File: src/hdl/met_pkg.sv
// ----------------------------------------------------------------------------
// met_pkg
// Shared widths, reset values, register indexes, control structs and the
// Q6.26 saturation helper of the escape-time pixel engine.
// ----------------------------------------------------------------------------
`default_nettype none

package met_pkg;

    localparam int DIM_BITS       = 12;
    localparam int ITER_BITS      = 16;
    localparam int FRAC_BITS      = 26;
    localparam int Q_BITS         = 32;
    localparam int STEP_BITS      = 27;
    localparam int OFS_BITS       = 30;
    localparam int CFG_DATA_BITS  = 30;
    localparam int CFG_INDEX_BITS = 3;
    localparam int PROD_BITS      = 2 * Q_BITS;
    localparam int MAP_D_BITS     = DIM_BITS + 2;
    localparam int MAP_P_BITS     = MAP_D_BITS + STEP_BITS + 1;
    localparam int SUM_BITS       = 48;

    localparam logic [DIM_BITS-1:0]         DEFAULT_WIDTH      = DIM_BITS'(1280);
    localparam logic [DIM_BITS-1:0]         DEFAULT_HEIGHT     = DIM_BITS'(900);
    localparam logic [ITER_BITS-1:0]        RESET_MAX_ITER     = ITER_BITS'(1000);
    localparam logic [STEP_BITS-1:0]        RESET_PIXEL_STEP   = STEP_BITS'(335544);
    localparam logic signed [OFS_BITS-1:0]  RESET_OFFSET_REAL  = -30'sd33554432;
    localparam logic signed [OFS_BITS-1:0]  RESET_OFFSET_IMAG  = '0;

    // Escape threshold: |z|^2 > 4 in Q12.52.
    localparam logic [PROD_BITS-1:0] ESCAPE_LIMIT = PROD_BITS'(1) << (2 * FRAC_BITS + 2);

    localparam logic signed [SUM_BITS-1:0] SAT_HI =
        {{(SUM_BITS-Q_BITS+1){1'b0}}, {(Q_BITS-1){1'b1}}};
    localparam logic signed [SUM_BITS-1:0] SAT_LO =
        {{(SUM_BITS-Q_BITS+1){1'b1}}, {(Q_BITS-1){1'b0}}};

    typedef enum logic [CFG_INDEX_BITS-1:0] {
        REG_IMAGE_WIDTH  = 3'd0,
        REG_IMAGE_HEIGHT = 3'd1,
        REG_MAX_ITER     = 3'd2,
        REG_PIXEL_STEP   = 3'd3,
        REG_OFFSET_REAL  = 3'd4,
        REG_OFFSET_IMAG  = 3'd5
    } cfg_reg_t;

    typedef struct packed {
        logic [DIM_BITS-1:0]        image_width;
        logic [DIM_BITS-1:0]        image_height;
        logic [ITER_BITS-1:0]       max_iterations;
        logic [STEP_BITS-1:0]       pixel_step;
        logic signed [OFS_BITS-1:0] offset_real;
        logic signed [OFS_BITS-1:0] offset_imag;
    } cfg_t;

    typedef struct packed {
        logic capture;
        logic map_real;
        logic map_imag;
        logic multiply;
        logic step;
        logic load_out;
    } dp_cmd_t;

    typedef struct packed {
        logic escape;
    } dp_status_t;

    // Clamp a wide signed sum to the signed Q6.26 range.
    function automatic logic signed [Q_BITS-1:0] sat_q(input logic signed [SUM_BITS-1:0] v);
        logic signed [SUM_BITS-1:0] r;
        begin
            if (v > SAT_HI) begin
                r = SAT_HI;
            end else if (v < SAT_LO) begin
                r = SAT_LO;
            end else begin
                r = v;
            end
            return r[Q_BITS-1:0];
        end
    endfunction

endpackage

`default_nettype wire

File: src/hdl/met_cfg.sv
// ----------------------------------------------------------------------------
// met_cfg
// Configuration register file, written through a plain write port.
// ----------------------------------------------------------------------------
`default_nettype none

module met_cfg
    import met_pkg::*;
(
    input  wire logic                      aclk,
    input  wire logic                      aresetn,
    input  wire logic                      cfg_wr_en,
    input  wire logic [CFG_INDEX_BITS-1:0] cfg_index,
    input  wire logic [CFG_DATA_BITS-1:0]  cfg_wr_data,
    output cfg_t                           cfg
);

    cfg_t cfg_reg;
    cfg_t cfg_next;

    always_comb begin
        cfg_next = cfg_reg;
        if (cfg_wr_en) begin
            unique case (cfg_index)
                REG_IMAGE_WIDTH:  cfg_next.image_width    = cfg_wr_data[DIM_BITS-1:0];
                REG_IMAGE_HEIGHT: cfg_next.image_height   = cfg_wr_data[DIM_BITS-1:0];
                REG_MAX_ITER:     cfg_next.max_iterations = cfg_wr_data[ITER_BITS-1:0];
                REG_PIXEL_STEP:   cfg_next.pixel_step     = cfg_wr_data[STEP_BITS-1:0];
                REG_OFFSET_REAL:  cfg_next.offset_real    = $signed(cfg_wr_data[OFS_BITS-1:0]);
                REG_OFFSET_IMAG:  cfg_next.offset_imag    = $signed(cfg_wr_data[OFS_BITS-1:0]);
                default: ;
            endcase
        end
    end

    always_ff @(posedge aclk) begin
        if (!aresetn) begin
            cfg_reg.image_width    <= DEFAULT_WIDTH;
            cfg_reg.image_height   <= DEFAULT_HEIGHT;
            cfg_reg.max_iterations <= RESET_MAX_ITER;
            cfg_reg.pixel_step     <= RESET_PIXEL_STEP;
            cfg_reg.offset_real    <= RESET_OFFSET_REAL;
            cfg_reg.offset_imag    <= RESET_OFFSET_IMAG;
        end else begin
            cfg_reg <= cfg_next;
        end
    end

    assign cfg = cfg_reg;

endmodule

`default_nettype wire

File: config.mk
export PLATFORM = sky130hd
export DESIGN_NAME = met_cfg
export DESIGN_NICKNAME = d
export VERILOG_FILES = /design/src/hdl/met_pkg.sv /design/src/hdl/met_cfg.sv
export SDC_FILE = /design/constraint.sdc
export NUM_CORES = 1
export LEC_CHECK = 0
export BUFFER_PORTS_ARGS = -buffer_cell sky130_fd_sc_hd__buf_2
export CORE_ASPECT_RATIO = 0.5
export CORE_MARGIN = 2
export CORE_UTILIZATION = 40
export DETAILED_ROUTE_END_ITERATION = 12
export MAX_ROUTING_LAYER = met4
export PLACE_DENSITY_LB_ADDON = 0.3
export SKIP_LAST_GASP = 1
export SYNTH_ARGS = -nofsm -noshare
export SYNTH_HDL_FRONTEND = slang
export SYNTH_SLANG_ARGS = --single-unit
File: constraint.sdc
create_clock -name aclk -period 2 [get_ports aclk]
set_input_delay 0.3 -clock aclk [delete_from_list [all_inputs] [get_ports aclk]]
set_output_delay 0.3 -clock aclk [all_outputs]
set_load 0.05 [all_outputs]
==> metrics.txt <==
worst path buffer plus inverter count 1; worst setup margin around 0.67 ns; top cells by count, synth nand2_1 (130), dfxtp_1 (127), mux2i_1 (127); Distinct cells, synth 14; starting DRC count in detailed routing approximately 130; Remaining DRCs 0; die height just over 80 um; ANT nets after route 0; initial core utilization around two fifths; Longest Clk Path Bufs 2; outcome completed; post-layout minimum cycle time about 1.3 ns; Max Fanout on Critical Path 2; post-synthesis mux area share a little over a quarter; Post-DP HPWL between 8 and 9 mm; synth warn 0; largest net degree at the start of global routing slightly below 90; die area between 10,000 and 15,000 um2; Clock Skew 0 ns; Antenna Cells 0; max reg flops 127; Yosys reg bits 127; Synth Area in Simple Gates between 10% and 20%; clk slew on worst S/H paths approximately 0.050 ns; Hold Crit Class in2reg; Syn-to-layout area delta 32.6%; Worst setup EP type primary output; RSZ-0062 raised after global routing false; largest family of logic cells by synthesized area multiplexers; Layout Nets 667; Clock Sink Count approximately 130; Power Density approximately 940 nW/um2; top cells by area, synth dfxtp_1 (53%), mux2i_1 (26%), nand2_1 (10%), nor2b_1 (5.8%), clkbuf_1 (1.5%); register-to-register setup slack between 1 and 1.5 ns; top cell type's share of synthesized area between 50% and 60%; total grt overflow 0; CORE AREA about 12,000 um2; crit path cell chain buf_2; Die Wd 159 um; clk_lat worst skew 0.40 ns; post-synthesis adder-cell area fraction 0%; wire per inst between 10 and 15 um; Final Setup Violations 0; first-pass GRT wire length 18.1 mm; maxcap violations 0; Fin Setup TNS 0 ns; DR vias/cell about 4.6; io pins roughly 160; Post-CTS Hold Fix Bufs 0; leakage dissipation 3.24 nW; CP max-delay cell dfxtp_1; CTS tree yes; VDD IR max 0.000518 V; initial antenna violation count 0; crit path kind reg2out; cell count after synthesis between 400 and 500; GRT Overall Usage around 19%; Max Fclk 751 MHz; Final Max Slew Viols 0; CP peak stage delay about 0.35 ns; Total Routed Length approximately 12 mm; final period utilization 66.6%; pre-CTS setup slack roughly 0.54 ns; CTS buffer count 17; filler cell count between 1,000 and 1,500; final hold violations 0; vias in the first global route 3,430; Vias between 3,000 and 4,000; most numerous cell in the Yosys netlist nand2_1; Rel. slew slack approximately 67%; Post-CTS Repair Setup Buffers 0; EDFF count, synth 0; Main synth FF type dfxtp_1; FP Rows 28; Seq/Total Area, Yosys between 50% and 60%; Post-CTS Resized 0; CP delay by family, top flip-flops; clk root buf clkbuf_16; WP data arrival around 1.0 ns; Netlist Area Pre-Place approximately 4800 um2; FFs w/ async S/R, synth 0%; CP Launch Type register; Synth Area in Compound Gates 0%; Worst Tran Pin Value 0.494 ns; most area-hungry cell type in the Yosys netlist dfxtp_1; Post-Syn Nets 508; Worst Path Required roughly 1.7 ns; layout cells sized above 1 31.9%; post-synthesis average cell area between 10 and 15 um2; router iterations before antenna repair 4; RePlAce Congestion about 0.76; xor/xnor share of the synthesized area 0%; H-tree levels 4; Port Buf Inserts 162
[stage by stage]
stage	hold slack, ns	utilization, %	power [mW]	cell area (um2)	std cells
5_1_grt	0.169	54.2	6.24	6400	808
3_5_place_dp	0.446	49.5	3.22	5850	777
6_report	0.169	54.2	6.04	6400	808
2_1_floorplan	0.439	-	3.05	4830	472
3_3_place_gp	0.440	49.5	3.22	5850	777
4_1_cts	0.152	54.2	6.10	6400	808
[cell type report]
type	instances	area [um2]	share of cell area, %
sequential	127	2540	39.7
timing repair buffer	174	941	14.7
clock buffer	25	495	7.74
multi-input combinational	311	2160	33.7
tap	165	206	3.22
clock inverter	6	57.6	0.899
[per-layer routing]
layer	vias up	GRT usage (%)	routed length, um
met3	8	4.14	417
met5	-	-	0
met4	0	6.55	85
met2	75	31.4	5720
met1	1745	22.4	5470
li1	1870	-	-
[cell families after synthesis]
group,count (synthesis)
buffers and inverters,34
DFF,127
muxes,127
and+or+nand+nor,184
[final timing paths]
| check | from | to | cells past startpoint |
|---|---|---|---|
| max | cfg[1] | cfg[1] | 1 |
| min | cfg_wr_data[28] | cfg[28] | 3 |
| max reg2reg | cfg[105] | cfg[105] | 2 |
| min reg2reg | cfg[98] | cfg[98] | 2 |
[placed cells by master (no fill, tap or decap)]
master / instances
mux2i_1: 127
clkinvlp_4: 1
buf_12: 3
and4bb_2: 1
clkbuf_16: 17
nor4bb_2: 1
nand4bb_2: 1
nand4b_1: 2
nand4bb_1: 1
nand2_1: 130
nor2b_1: 45
clkinv_2: 4
clkbuf_8: 4
or4b_1: 1
clkbuf_1: 4
dfxtp_1: 127
bufinv_16: 1
buf_2: 161
buf_4: 10
and4b_1: 1
nor4bb_4: 1
[report_power, final]
part	internal [mW]	total, mW	switching (mW)
registers	2.59	2.62	0.0277
logic	0.162	0.550	0.388
clock network	1.83	2.87	1.05
total	4.58	6.04	1.46
No activity file was read; power rests on OpenSTA's default activity.
