==> src/hdl/met_pkg.sv <==
// ----------------------------------------------------------------------------
// met_pkg
// Shared widths, reset values, register indexes, control structs and the
// Q6.26 saturation helper of the escape-time pixel engine.
// ----------------------------------------------------------------------------
`default_nettype none

package met_pkg;

    localparam int DIM_BITS       = 12;
    localparam int ITER_BITS      = 16;
    localparam int FRAC_BITS      = 26;
    localparam int Q_BITS         = 32;
    localparam int STEP_BITS      = 27;
    localparam int OFS_BITS       = 30;
    localparam int CFG_DATA_BITS  = 30;
    localparam int CFG_INDEX_BITS = 3;
    localparam int PROD_BITS      = 2 * Q_BITS;
    localparam int MAP_D_BITS     = DIM_BITS + 2;
    localparam int MAP_P_BITS     = MAP_D_BITS + STEP_BITS + 1;
    localparam int SUM_BITS       = 48;

    localparam logic [DIM_BITS-1:0]         DEFAULT_WIDTH      = DIM_BITS'(1280);
    localparam logic [DIM_BITS-1:0]         DEFAULT_HEIGHT     = DIM_BITS'(900);
    localparam logic [ITER_BITS-1:0]        RESET_MAX_ITER     = ITER_BITS'(1000);
    localparam logic [STEP_BITS-1:0]        RESET_PIXEL_STEP   = STEP_BITS'(335544);
    localparam logic signed [OFS_BITS-1:0]  RESET_OFFSET_REAL  = -30'sd33554432;
    localparam logic signed [OFS_BITS-1:0]  RESET_OFFSET_IMAG  = '0;

    // Escape threshold: |z|^2 > 4 in Q12.52.
    localparam logic [PROD_BITS-1:0] ESCAPE_LIMIT = PROD_BITS'(1) << (2 * FRAC_BITS + 2);

    localparam logic signed [SUM_BITS-1:0] SAT_HI =
        {{(SUM_BITS-Q_BITS+1){1'b0}}, {(Q_BITS-1){1'b1}}};
    localparam logic signed [SUM_BITS-1:0] SAT_LO =
        {{(SUM_BITS-Q_BITS+1){1'b1}}, {(Q_BITS-1){1'b0}}};

    typedef enum logic [CFG_INDEX_BITS-1:0] {
        REG_IMAGE_WIDTH  = 3'd0,
        REG_IMAGE_HEIGHT = 3'd1,
        REG_MAX_ITER     = 3'd2,
        REG_PIXEL_STEP   = 3'd3,
        REG_OFFSET_REAL  = 3'd4,
        REG_OFFSET_IMAG  = 3'd5
    } cfg_reg_t;

    typedef struct packed {
        logic [DIM_BITS-1:0]        image_width;
        logic [DIM_BITS-1:0]        image_height;
        logic [ITER_BITS-1:0]       max_iterations;
        logic [STEP_BITS-1:0]       pixel_step;
        logic signed [OFS_BITS-1:0] offset_real;
        logic signed [OFS_BITS-1:0] offset_imag;
    } cfg_t;

    typedef struct packed {
        logic capture;
        logic map_real;
        logic map_imag;
        logic multiply;
        logic step;
        logic load_out;
    } dp_cmd_t;

    typedef struct packed {
        logic escape;
    } dp_status_t;

    // Clamp a wide signed sum to the signed Q6.26 range.
    function automatic logic signed [Q_BITS-1:0] sat_q(input logic signed [SUM_BITS-1:0] v);
        logic signed [SUM_BITS-1:0] r;
        begin
            if (v > SAT_HI) begin
                r = SAT_HI;
            end else if (v < SAT_LO) begin
                r = SAT_LO;
            end else begin
                r = v;
            end
            return r[Q_BITS-1:0];
        end
    endfunction

endpackage

`default_nettype wire

==> src/hdl/met_ctrl.sv <==
// ----------------------------------------------------------------------------
// met_ctrl
// Sequencer for one pixel: mapping, multiply/test iterations, result hand-off.
// ----------------------------------------------------------------------------
`default_nettype none

module met_ctrl
    import met_pkg::*;
(
    input  wire logic aclk,
    input  wire logic aresetn,
    input  wire logic s_valid,
    output logic      s_ready,
    output logic      m_valid,
    input  wire logic m_ready,
    input  dp_status_t status,
    output dp_cmd_t   cmd
);

    typedef enum logic [2:0] {
        ST_IDLE,
        ST_MAP_RE,
        ST_MAP_IM,
        ST_MULT,
        ST_TEST,
        ST_DONE
    } state_t;

    state_t state_reg;
    state_t state_next;
    logic   m_valid_reg;
    logic   m_valid_next;
    logic   out_free;

    assign out_free = !m_valid_reg || m_ready;

    always_comb begin
        cmd          = '0;
        state_next   = state_reg;
        cmd.capture  = (state_reg == ST_IDLE) && s_valid;
        unique case (state_reg)
            ST_IDLE: begin
                if (s_valid) begin
                    state_next = ST_MAP_RE;
                end
            end
            ST_MAP_RE: begin
                cmd.map_real = 1'b1;
                state_next   = ST_MAP_IM;
            end
            ST_MAP_IM: begin
                cmd.map_imag = 1'b1;
                state_next   = ST_MULT;
            end
            ST_MULT: begin
                cmd.multiply = 1'b1;
                state_next   = ST_TEST;
            end
            ST_TEST: begin
                if (status.escape) begin
                    state_next = ST_DONE;
                end else begin
                    cmd.step   = 1'b1;
                    state_next = ST_MULT;
                end
            end
            ST_DONE: begin
                if (out_free) begin
                    cmd.load_out = 1'b1;
                    state_next   = ST_IDLE;
                end
            end
            default: state_next = ST_IDLE;
        endcase

        if (cmd.load_out) begin
            m_valid_next = 1'b1;
        end else if (m_ready) begin
            m_valid_next = 1'b0;
        end else begin
            m_valid_next = m_valid_reg;
        end
    end

    always_ff @(posedge aclk) begin
        if (!aresetn) begin
            state_reg   <= ST_IDLE;
            m_valid_reg <= 1'b0;
        end else begin
            state_reg   <= state_next;
            m_valid_reg <= m_valid_next;
        end
    end

    assign s_ready = (state_reg == ST_IDLE);
    assign m_valid = m_valid_reg;

endmodule

`default_nettype wire

==> config.mk <==
export PLATFORM = sky130hd
export DESIGN_NAME = met_ctrl
export DESIGN_NICKNAME = d
export VERILOG_FILES = /design/src/hdl/met_pkg.sv /design/src/hdl/met_ctrl.sv
export SDC_FILE = /design/constraint.sdc
export NUM_CORES = 1
export LEC_CHECK = 0
export BUFFER_PORTS_ARGS = -buffer_cell sky130_fd_sc_hd__buf_4
export CAP_MARGIN = 0
export CORE_AREA = 8 8 45 47
export CTS_CLUSTER_DIAMETER = 200
export DETAILED_ROUTE_END_ITERATION = 8
export DIE_AREA = 0 0 53 55
export HOLD_SLACK_MARGIN = 0.12
export PLACE_DENSITY = 0.51
export SETUP_SLACK_MARGIN = 0.4
export SYNTH_ARGS = -nofsm -noshare
export SYNTH_HDL_FRONTEND = slang
export SYNTH_SLANG_ARGS = --single-unit
==> constraint.sdc <==
create_clock -name aclk -period 1.22 [get_ports aclk]
set_input_delay 0.244 -clock aclk [delete_from_list [all_inputs] [get_ports aclk]]
set_output_delay 0.244 -clock aclk [all_outputs]
set_load 0.02 [all_outputs]
==> results summary <==
The clock sink count is 4. The number of failing setup endpoints in the final timing report is 6. The congestion estimate from routability-driven global placement came to 0.722.

The switching power as a share of total power came out at 0.302. The critical path required time came out at ~980 ps. The max-slew violation count is 0. The power spent charging and discharging nets is 0.000151 W. Entering global routing, the biggest net connects 8 pins. For this configuration, the core starts out at a cell density of 0.188. The net count of the finished layout is 56. The number of cell instances on the worst register-to-register path is 4. Setup repair after global routing could not meet its margin everywhere.

The final total power came out at ~0.00050 W. The final reports fail on setup timing. Yosys mapped the design onto 23 distinct sky130hd cell types. The clock passes through at most 2 buffers. The die extent in x came out at 53 um.

For this run, the register share of the synthesized area comes to 0.308. The antenna cell count came out at 0. The average wire per standard cell came out at 12.6 um.

The worst min-delay path class is in2reg. The internal power consumption came out at roughly 0.00035 W. Dividing the detail-routed via count by the number of cells gives 4.45. The run finished, with violations left. The quantity of I/O buffers inserted on ports came out at 12. The final routed DRC violation total is 0. The share of power burned in combinational logic came out at 0.316.

After layout, the worst setup slack is -141 ps. The worst pin sits at a relative slew slack of 0.852. The maximum clock frequency is 735 MHz.

Once placement completed, the tool counted placed cells totaling 56. The critical path endpoint is cmd[0]. The analysis attributes to cell leakage a power of 0.220 nW. The worst hold path begins at aresetn. The initial DRC count is 7.

Prior to clock tree synthesis, the placed netlist has a worst setup slack of -8.58 ps. Dividing total power by cell area gives a power density of 973 nW/um^2. The worst setup path is captured at an output port. For this run, the number of Yosys warnings is 0. The half-perimeter wire length of the detailed placement result came out at 547 um. The global-route wire length before repair came out at between 1000 and 1500 um. Measured along the y axis, the die boundary spans 55 um. In this run the core area contains 14 standard-cell rows. The number of standard cells after synthesis is 30. The critical path starts at state_reg[0]. The arrival time reported for the critical path endpoint is between 1000 and 1500 ps.

The post-layout instance count excluding filler cells came out at 66. Across every metal layer, demand over resource in global routing totals 0.0715. In this run, synthesis produced a sequential element count of 4. After filler insertion, the fill cell instance count of the layout stands at between 100 and 150.

From synthesis to final layout, the design area changed by 97.6%. The core area is 1380 sq um. The synthesized design spends more area on one cell type than any other, namely sky130_fd_sc_hd__dfxtp_1.

The post-route antenna net violation count came out at 0. The flip-flop count of the largest register, all copies and words added is 3. For the worst-skew pair, the clock arrives at the later sink with an insertion delay of 240 ps.

Buffers inserted during clock tree synthesis total 3. The H-tree depth came out at 1. The setup skew after layout came out at around 0.52 ps.

The detailed-route wire length came out at 832 um. In this run the critical register-to-register path is launched from state_reg[0]. The mean cell area of the mapped netlist came out at 8.68 sq um.

The portion of total power attributed to the clock network is 0.380. The routed layout has 294 vias. Of the post-synthesis cell area, the dominant cell type holds 0.308. The count of TritonRoute iterations in the first routing pass came out at 4.

The cell chosen for the clock root is sky130_fd_sc_hd__clkbuf_4. The critical path startpoint category is a flip-flop. The initial antenna violation count came to 0. The clock input transition at the sequential cells of the worst setup and hold paths came out at 40 ps. For this run the aggregate overflow at the end of global routing stands at 0.

The transition time of the tightest slew-check pin came out at roughly 220 ps. The count of final hold-check violations was 0. The sequential power share came out at 0.305.

The biggest fanout along the worst timing path is 5. The type of the worst setup path is reg2out. Across all register-to-register paths, the minimum setup slack is 160 ps. The TritonCTS clock tree is yes. Hold repair after CTS inserted 0 buffers.

In the post-synthesis netlist, the biggest area contributors are sky130_fd_sc_hd__dfxtp_1, sky130_fd_sc_hd__a21oi_1, sky130_fd_sc_hd__buf_4. The max-capacitance violation count is 0. The number of global-route vias before repair is 328. The peak ir drop on the vdd network came out at 0.481 mV. The die footprint is 2920 sq um. Synthesis produced a netlist with a net count of 35. The endpoint identified for the worst register-to-register timing path is state_reg[2]. The number of top-level design ports came out at 13. The summed instance area of the synthesized netlist is 260 sq um.

The share of final-layout standard cells stronger than drive strength 1 is 0.780. Of the available clock period, the critical path in the final layout requires 1.12. The routed design could run at a clock period as short as 1360 ps.
layout by cell type (no fill, tap or decap):
cell and n:
sky130_fd_sc_hd__nand2b_1 1, sky130_fd_sc_hd__buf_6 7, sky130_fd_sc_hd__nor3_2 1, sky130_fd_sc_hd__inv_1 1
sky130_fd_sc_hd__nor2_1 1, sky130_fd_sc_hd__nor4_4 1, sky130_fd_sc_hd__inv_2 1, sky130_fd_sc_hd__and3_1 1
sky130_fd_sc_hd__and3b_2 1, sky130_fd_sc_hd__clkbuf_4 3, sky130_fd_sc_hd__a21oi_2 1, sky130_fd_sc_hd__nand2_2 1
sky130_fd_sc_hd__clkbuf_1 1, sky130_fd_sc_hd__dfxtp_4 4, sky130_fd_sc_hd__a21oi_1 2, sky130_fd_sc_hd__nor3b_2 1
sky130_fd_sc_hd__and2_4 2, sky130_fd_sc_hd__o31a_1 1, sky130_fd_sc_hd__nor3_4 1, sky130_fd_sc_hd__a31oi_1 1
sky130_fd_sc_hd__o41ai_2 1, sky130_fd_sc_hd__nand4_1 1, sky130_fd_sc_hd__a21boi_2 1, sky130_fd_sc_hd__o21ai_0 1
sky130_fd_sc_hd__buf_4 12, sky130_fd_sc_hd__nor2b_4 1
worst max-delay path, cell delays in order (launching register included):
cell                      delay (ps)
sky130_fd_sc_hd__dfxtp_4         390
sky130_fd_sc_hd__nor2b_4         180
sky130_fd_sc_hd__nand2_2          70
sky130_fd_sc_hd__a21oi_2         100
sky130_fd_sc_hd__buf_4           150
worst min path at each step:
stage / end / slack [ps] / depth (start not counted)
floorplan: state_reg[2] / 360 / 2
global placement: state_reg[1] / 510 / 2
detailed placement: state_reg[1] / 500 / 2
CTS: state_reg[2] / 240 / 3
global route: state_reg[2] / 250 / 3
finish: state_reg[2] / 250 / 3
cell usage after synthesis, drive strengths merged:
library cell  number
nand4              1
o21ai              1
a21oi              3
o41ai              1
nor4               1
and2               2
nor3               2
and3b              1
nand2b             1
a31oi              1
nand2              1
nor2b              1
buf                3
nor2               1
inv                2
dfxtp              4
and3               1
a21boi             1
nor3b              1
o31a               1
repair_timing:
action | in CTS | in global routing
pin swaps | 11 | 2
gates resized for setup | 16 | 1
endpoints found under the setup margin | 12 | 12
setup buffers | 6 | 0
per-layer routing:
layer	wire length (um)	track usage	vias to the layer above
met5	0	0	-
met4	57	0.103	0
met3	52	0.0348	4
met2	408	0.102	10
met1	312	0.0636	135
li1	-	-	145
logic make-up (layout without fill, tap and decap cells):
logic type,Yosys count,in the layout,synth area share
simple gates,13,13,0.365
compound gates,8,8,0.197
buf+inv,5,25,0.130
flops,4,4,0.308
area by class of cell:
type / count / area, sq um / area share
Clock buffer: 4 / 26.3 / 0.0511
Inverter: 2 / 7.51 / 0.0146
Multi-Input combinational cell: 21 / 196 / 0.382
Sequential cell: 4 / 95.1 / 0.185
Tap cell: 16 / 20.0 / 0.0389
Timing Repair Buffer: 19 / 169 / 0.328
power by group through the flow:
stage	combinational (W)	clock, W	sequential (W)
4_1_cts	0.000156	0.000192	0.000153
3_5_place_dp	0.000118	0	0.000162
3_3_place_gp	0.000118	0	0.000161
6_report	0.000158	0.000190	0.000153
5_1_grt	0.000171	0.000213	0.000154
2_1_floorplan	0.0000872	0	0.000149
metrics by stage:
step	setup TNS, ps	cell area, sq um	hold WS (ps)	utilization
floorplan	0	297	359	-
global placement	0	384	507	0.278
detailed placement	-8.58	384	501	0.278
CTS	-752	510	240	0.369
global route	-1080	514	245	0.372
finish	-705	514	248	0.372
Note: power is estimated with default switching activity, not from simulation.
